--- src/gcs_pkg.sv ---
// shared types and constants of the grid circle spacing check
// field widths, register indexes, status codes, controller states and command/status structs
// no dependencies
package gcs_pkg;

   localparam int POS_W      = 24;
   localparam int RAD_W      = 16;
   localparam int INV_W      = 24;
   localparam int CELLS_W    = 6;
   localparam int STATUS_W   = 2;
   localparam int CSR_IDX_W  = 3;
   localparam int CSR_DATA_W = 24;
   localparam int ENTRY_W    = 2 * POS_W + RAD_W;

   // register indexes on the csr channel
   localparam logic [CSR_IDX_W-1:0] REG_ORIGIN_X = 3'd0;
   localparam logic [CSR_IDX_W-1:0] REG_ORIGIN_Z = 3'd1;
   localparam logic [CSR_IDX_W-1:0] REG_INV_CELL = 3'd2;
   localparam logic [CSR_IDX_W-1:0] REG_CELLS_X  = 3'd3;
   localparam logic [CSR_IDX_W-1:0] REG_CELLS_Z  = 3'd4;

   // reset values of the registers
   localparam logic [INV_W-1:0]   INV_CELL_RESET = 24'd65536;
   localparam logic [CELLS_W-1:0] CELLS_RESET    = 6'd32;

   // neighbour offset counter runs 0..2 on each axis
   localparam logic [1:0] NB_LAST = 2'd2;

   typedef enum logic [STATUS_W-1:0] {
      STATUS_PLACED  = 2'd0,
      STATUS_OVERLAP = 2'd1,
      STATUS_FULL    = 2'd2
   } status_type;

   typedef enum logic [3:0] {
      ST_CLEAR,
      ST_IDLE,
      ST_DIFF,
      ST_MULX,
      ST_MULZ,
      ST_CLAMP,
      ST_NB_FILL,
      ST_NB_CHECK,
      ST_SCAN,
      ST_DRAIN,
      ST_DECIDE
   } state_type;

   typedef struct packed {
      logic load;
      logic diff;
      logic mul_x;
      logic mul_z;
      logic clamp_z;
      logic nb_next;
      logic slot_next;
      logic scan;
      logic home_sel;
      logic commit;
      logic clear;
   } cmd_type;

   typedef struct packed {
      logic clear_last;
      logic nb_live;
      logic nb_last;
      logic slot_last;
      logic pipe_busy;
      logic out_free;
   } stat_type;

endpackage

--- src/gcs_ctrl.sv ---
// controller state machine of the grid circle spacing check
// sequences the reset sweep, mapping, neighbour scan, drain and commit; depends on gcs_pkg
module gcs_ctrl (
   input  logic              clock,
   input  logic              reset,
   input  logic              req_valid,
   output logic              req_ready,
   input  gcs_pkg::stat_type stat,
   output gcs_pkg::cmd_type  cmd
);

   gcs_pkg::state_type state_ff;
   gcs_pkg::state_type state_in;

   always_ff @(posedge clock) begin
      if (reset) begin
         state_ff <= gcs_pkg::ST_CLEAR;
      end else begin
         state_ff <= state_in;
      end
   end

   always_comb begin
      state_in = state_ff;
      unique case (state_ff)
         gcs_pkg::ST_CLEAR: begin
            if (stat.clear_last) state_in = gcs_pkg::ST_IDLE;
         end
         gcs_pkg::ST_IDLE: begin
            if (req_valid) state_in = gcs_pkg::ST_DIFF;
         end
         gcs_pkg::ST_DIFF:    state_in = gcs_pkg::ST_MULX;
         gcs_pkg::ST_MULX:    state_in = gcs_pkg::ST_MULZ;
         gcs_pkg::ST_MULZ:    state_in = gcs_pkg::ST_CLAMP;
         gcs_pkg::ST_CLAMP:   state_in = gcs_pkg::ST_NB_FILL;
         gcs_pkg::ST_NB_FILL: state_in = gcs_pkg::ST_NB_CHECK;
         gcs_pkg::ST_NB_CHECK: begin
            priority if (stat.nb_live) state_in = gcs_pkg::ST_SCAN;
            else if (stat.nb_last)     state_in = gcs_pkg::ST_DRAIN;
            else                       state_in = gcs_pkg::ST_NB_FILL;
         end
         gcs_pkg::ST_SCAN: begin
            if (stat.slot_last) begin
               state_in = stat.nb_last ? gcs_pkg::ST_DRAIN : gcs_pkg::ST_NB_FILL;
            end
         end
         gcs_pkg::ST_DRAIN: begin
            if (!stat.pipe_busy) state_in = gcs_pkg::ST_DECIDE;
         end
         gcs_pkg::ST_DECIDE: begin
            if (stat.out_free) state_in = gcs_pkg::ST_IDLE;
         end
         default: state_in = gcs_pkg::ST_IDLE;
      endcase
   end

   always_comb begin
      cmd       = '0;
      req_ready = 1'b0;
      unique case (state_ff)
         gcs_pkg::ST_CLEAR: cmd.clear = 1'b1;
         gcs_pkg::ST_IDLE: begin
            req_ready = 1'b1;
            cmd.load  = req_valid;
         end
         gcs_pkg::ST_DIFF:    cmd.diff    = 1'b1;
         gcs_pkg::ST_MULX:    cmd.mul_x   = 1'b1;
         gcs_pkg::ST_MULZ:    cmd.mul_z   = 1'b1;
         gcs_pkg::ST_CLAMP:   cmd.clamp_z = 1'b1;
         gcs_pkg::ST_NB_FILL: cmd         = '0;
         gcs_pkg::ST_NB_CHECK: begin
            cmd.nb_next = !stat.nb_live && !stat.nb_last;
         end
         gcs_pkg::ST_SCAN: begin
            cmd.scan      = 1'b1;
            cmd.slot_next = !stat.slot_last;
            cmd.nb_next   = stat.slot_last && !stat.nb_last;
         end
         gcs_pkg::ST_DRAIN: cmd.home_sel = 1'b1;
         gcs_pkg::ST_DECIDE: begin
            cmd.home_sel = 1'b1;
            cmd.commit   = stat.out_free;
         end
         default: cmd = '0;
      endcase
   end

   // at most one datapath phase per cycle
   a_one_phase: assert property (@(posedge clock) disable iff (reset)
      $onehot0({cmd.load, cmd.diff, cmd.mul_x, cmd.mul_z, cmd.clamp_z,
                cmd.scan, cmd.commit, cmd.clear}))
      else $error("gcs_ctrl: more than one datapath phase active");

endmodule

--- config.mk ---
export PLATFORM = sky130hd
export DESIGN_NAME = gcs_ctrl
export DESIGN_NICKNAME = d
export VERILOG_FILES = /design/src/gcs_pkg.sv /design/src/gcs_ctrl.sv
export SDC_FILE = /design/constraint.sdc
export NUM_CORES = 1
export LEC_CHECK = 0
export ABC_AREA = 1
export BUFFER_PORTS_ARGS = -buffer_cell sky130_fd_sc_hd__buf_2
export CAP_MARGIN = 20
export CORE_MARGIN = 3
export CORE_UTILIZATION = 35
export CTS_CLUSTER_DIAMETER = 120
export DETAILED_ROUTE_END_ITERATION = 6
export PLACE_DENSITY_LB_ADDON = 0.05
export SLEW_MARGIN = 5
export SYNTH_ARGS = -nofsm -noshare
export SYNTH_HDL_FRONTEND = slang
export SYNTH_SLANG_ARGS = --single-unit
--- constraint.sdc ---
create_clock -name clock -period 1.08 [get_ports clock]
set_clock_uncertainty 0.05 [all_clocks]
set_input_delay 0.108 -clock clock [delete_from_list [all_inputs] [get_ports clock]]
set_output_delay 0.108 -clock clock [all_outputs]
set_load 0.02 [all_outputs]
==> flow_summary.toml <==
[outcome]
status = "finished, violations left"
failed_checks = "setup timing"

[logic_synthesis]
ys_warn_count = 0
yosysUniqueCellTypes = 19
avgSynthCellArea_um2 = 5.38
syn_nets = 98
synth_area_leaders = "nand2_1 (20%), dfxtp_1 (17%), inv_1 (12%)"
yosysTopAreaCell = "nand2_1"
synth_seq_cells = 4
synth_flop_cell = "dfxtp_1"
synthCells = 89
synth-edff-count = 0
synthArstFlopShare_pct = 0
syn_area_um2 = 479
yosysTopAreaCellShare_pct = 19.6
seq_area_frac_synth_pct = 16.7

[setup_path]
rr_endpoint = "state_ff[1]$_SDFFE_PP0P_"
r2r-start = "state_ff[3]$_SDFFE_PP0P_"
crit_path_max_incr_delay_ns = 0.38
rrSetupSlack_ns = -0.42
r2r_cells = 10
crit_chain = "inv_4, nor2_4, buf_4, nand3_2, inv_2, nor3b_4, buf_6"
slowest_stage = "dfxtp_4"
worst_ep_required_time_ns = 0.92
crit_family = "buffers and inverters"
start_kind = "flip-flop"
path_class = "reg -> out"
cp.arrival_ns = 1.34
worst-path-max-fanout = 5
worstSetupEndpointType = "output pin"
critPathBufInv = 4

[sta]
tightest_slew_ns = 0.213
setup_violations = 16
setup_ws_ns = -0.423
fin_crit_sh_pct = 139
finalSetupTns_ns = -5.58
rsz0062_at_grt = "true"
relSlewSlack_pct = 85.7
max_freq_mhz = 665
min_period_ns = 1.50
finalHoldViolations = 0
drv_slew = 0

[clocking]
cts_max_level = 1
cts_buffers = 3
cts_tree = "built"
cts.sinks = 4
hold_buffers = 0
cts_root_buf = "clkbuf_4"
clk_pin_slew_ns = 0.04
clk_path_buf_depth = 2
clock_latency_ns = 0.23

[global_routing]
grt_pass1_vias = 635
grt_util_met1_pct = 23.6
antenna_found_initial = 0
grt-busiest-layer = "met2"
gr-total-overflow = 0
grt_max_degree = 7
grt_use_met3_pct = 3.39
grtUsageMet2_pct = 31.4
grt_usage_pct = 18.7
grt_pass1_wl_um = 2720

[finish]
fillers = 68
layout.nets = 147
top_register = "state_ff"
num_antenna_cells = 0
area_growth_pct = 117
final_layout_size_suffix_gt1_share_pct = 69.3
multi_input_area_um2 = 452
reg_top3 = "state_ff: 4 flops"
seq_area_um2 = 95.1
largest_reg_flops = 4

[power]
ir_worst_vdd_uv = 1120
powerDensity_mw_per_mm2 = 1370
power.leakage_nw = 0.550
finalPower_mw = 1.43

[route]
drtPass1Iterations = 4
ant_nets = 0
vias = 749
drt-initial-drc-count = 30
drt-total-wl_um = 2270
routed_wire_length_per_instance_um = 15.0
vias_per_cell = 4.96
drcViolationCount = 0

[floorplanning]
start_util_pct = 40.4
dieArea_mm2 = 0.00185
core_mm2 = 0.00119
ioPinCount = 21
num_rows = 12
die-height_um = 43
fp.dieW_um = 43

[worst_hold_path]
min_from = "reset"
min_path_type = "in -> reg"
whs_endpoint = "state_ff[3]$_SDFFE_PP0P_"
min_path_cells = 2

[place]
hpwl_um = 1120
portBuffers = 20
gp_congestion = 0.854

[run]
maxCapViolations = 0
-- synth_stat cells (2+ instances only) --
| library cell | instances |
|---|---|
| nand3_2 | 2 |
| nand2_1 | 25 |
| nor2_2 | 3 |
| dfxtp_1 | 4 |
| inv_2 | 5 |
| nor2_1 | 15 |
| nand3_1 | 7 |
| o21ai_0 | 2 |
| inv_1 | 15 |
| nor2_4 | 2 |
-- metrics by stage --
step / std cells / setup WS, ns / hold slack [ns] / instance area [um2] / util, %
after CTS: 145 / -0.378 / 0.0139 / 870 / 73.3
after detailed placement: 136 / -0.206 / 0.259 / 738 / 62.2
final: 151 / -0.423 / 0.0404 / 1040 / 87.8
after global routing: 151 / -0.494 / 0.0332 / 1040 / 87.8
after global placement: 136 / -0.201 / 0.256 / 738 / 62.2
after floorplan: 89 / -0.0857 / 0.111 / 523 / -
-- layer usage --
layer | vias up | part of all wire [%]
li1 | 364 | -
met2 | 38 | 51
met3 | 8 | 6.0
met5 | - | 0
met4 | 0 | 3.4
met1 | 339 | 40
-- cell families after synthesis --
family,share of synthesized area (%)
AO/OA/AOI/OAI,8.36
buffers and inverters,15.7
flip-flops,16.7
AND/OR/NAND/NOR,59.3
-- area by class of cell --
class	count	area share [%]
clock buffers	4	2.52
well taps	14	1.68
multi-input cells	65	43.4
flip-flops and latches	4	9.13
repair buffers	44	35.6
inverters	20	7.69
-- report_power, final --
group | switching (mW) | leakage [nW] | internal [mW]
Sequential | 0.0685 | 0.0355 | 0.185
Combinational | 0.557 | 0.499 | 0.419
Clock | 0.0632 | 0.0150 | 0.139
-- what timing repair did --
action / in CTS / in global routing
resized for setup: 24 / 37
setup endpoints to repair: 16 / 16
setup buffers: 5 / 6
endpoints found under the hold margin: 0 / 0
cloned: 0 / 0
pin swaps: 6 / 10
-- worst reg2reg max path, stage by stage (launching register included) --
cell and delay (ns):
dfxtp_4 0.38, inv_4 0.05, nor2_4 0.15, buf_4 0.15, nand3_2 0.09, buf_6 0.14, o21ai_4 0.07, buf_6 0.13
nor2_4 0.03, nand2_1 0.08, a21oi_2 0.06
-- worst max-delay path by stage --
| stage | start | to | slack, ns | cells after the start |
|---|---|---|---|---|
| after floorplan | state_ff[0]$_SDFFE_PP0P_ | state_ff[0]$_SDFFE_PP0P_ | -0.09 | 8 |
| after global placement | state_ff[3]$_SDFFE_PP0P_ | cmd[5] | -0.20 | 6 |
| after detailed placement | state_ff[3]$_SDFFE_PP0P_ | cmd[5] | -0.21 | 6 |
| after CTS | state_ff[3]$_SDFFE_PP0P_ | cmd[5] | -0.38 | 7 |
| after global routing | state_ff[3]$_SDFFE_PP0P_ | state_ff[0]$_SDFFE_PP0P_ | -0.49 | 11 |
| final | state_ff[3]$_SDFFE_PP0P_ | cmd[5] | -0.42 | 7 |
-- cells in the final DEF (no fill, tap or decap), types with 2 or more instances in the layout --
cell	netlist	final
nand2_1	25	18
inv_2	5	9
nand2_2	1	8
buf_6	0	16
a21oi_2	1	2
clkbuf_4	0	3
nand3_2	2	3
buf_4	0	20
nor2_4	2	8
dfxtp_4	0	4
nor2_1	15	6
buf_2	0	8
inv_4	0	2
nand3_4	0	2
o21ai_0	2	2
inv_1	15	9
nor2_2	3	6
nand3_1	7	4
No activity file was read; power rests on OpenSTA's default activity.
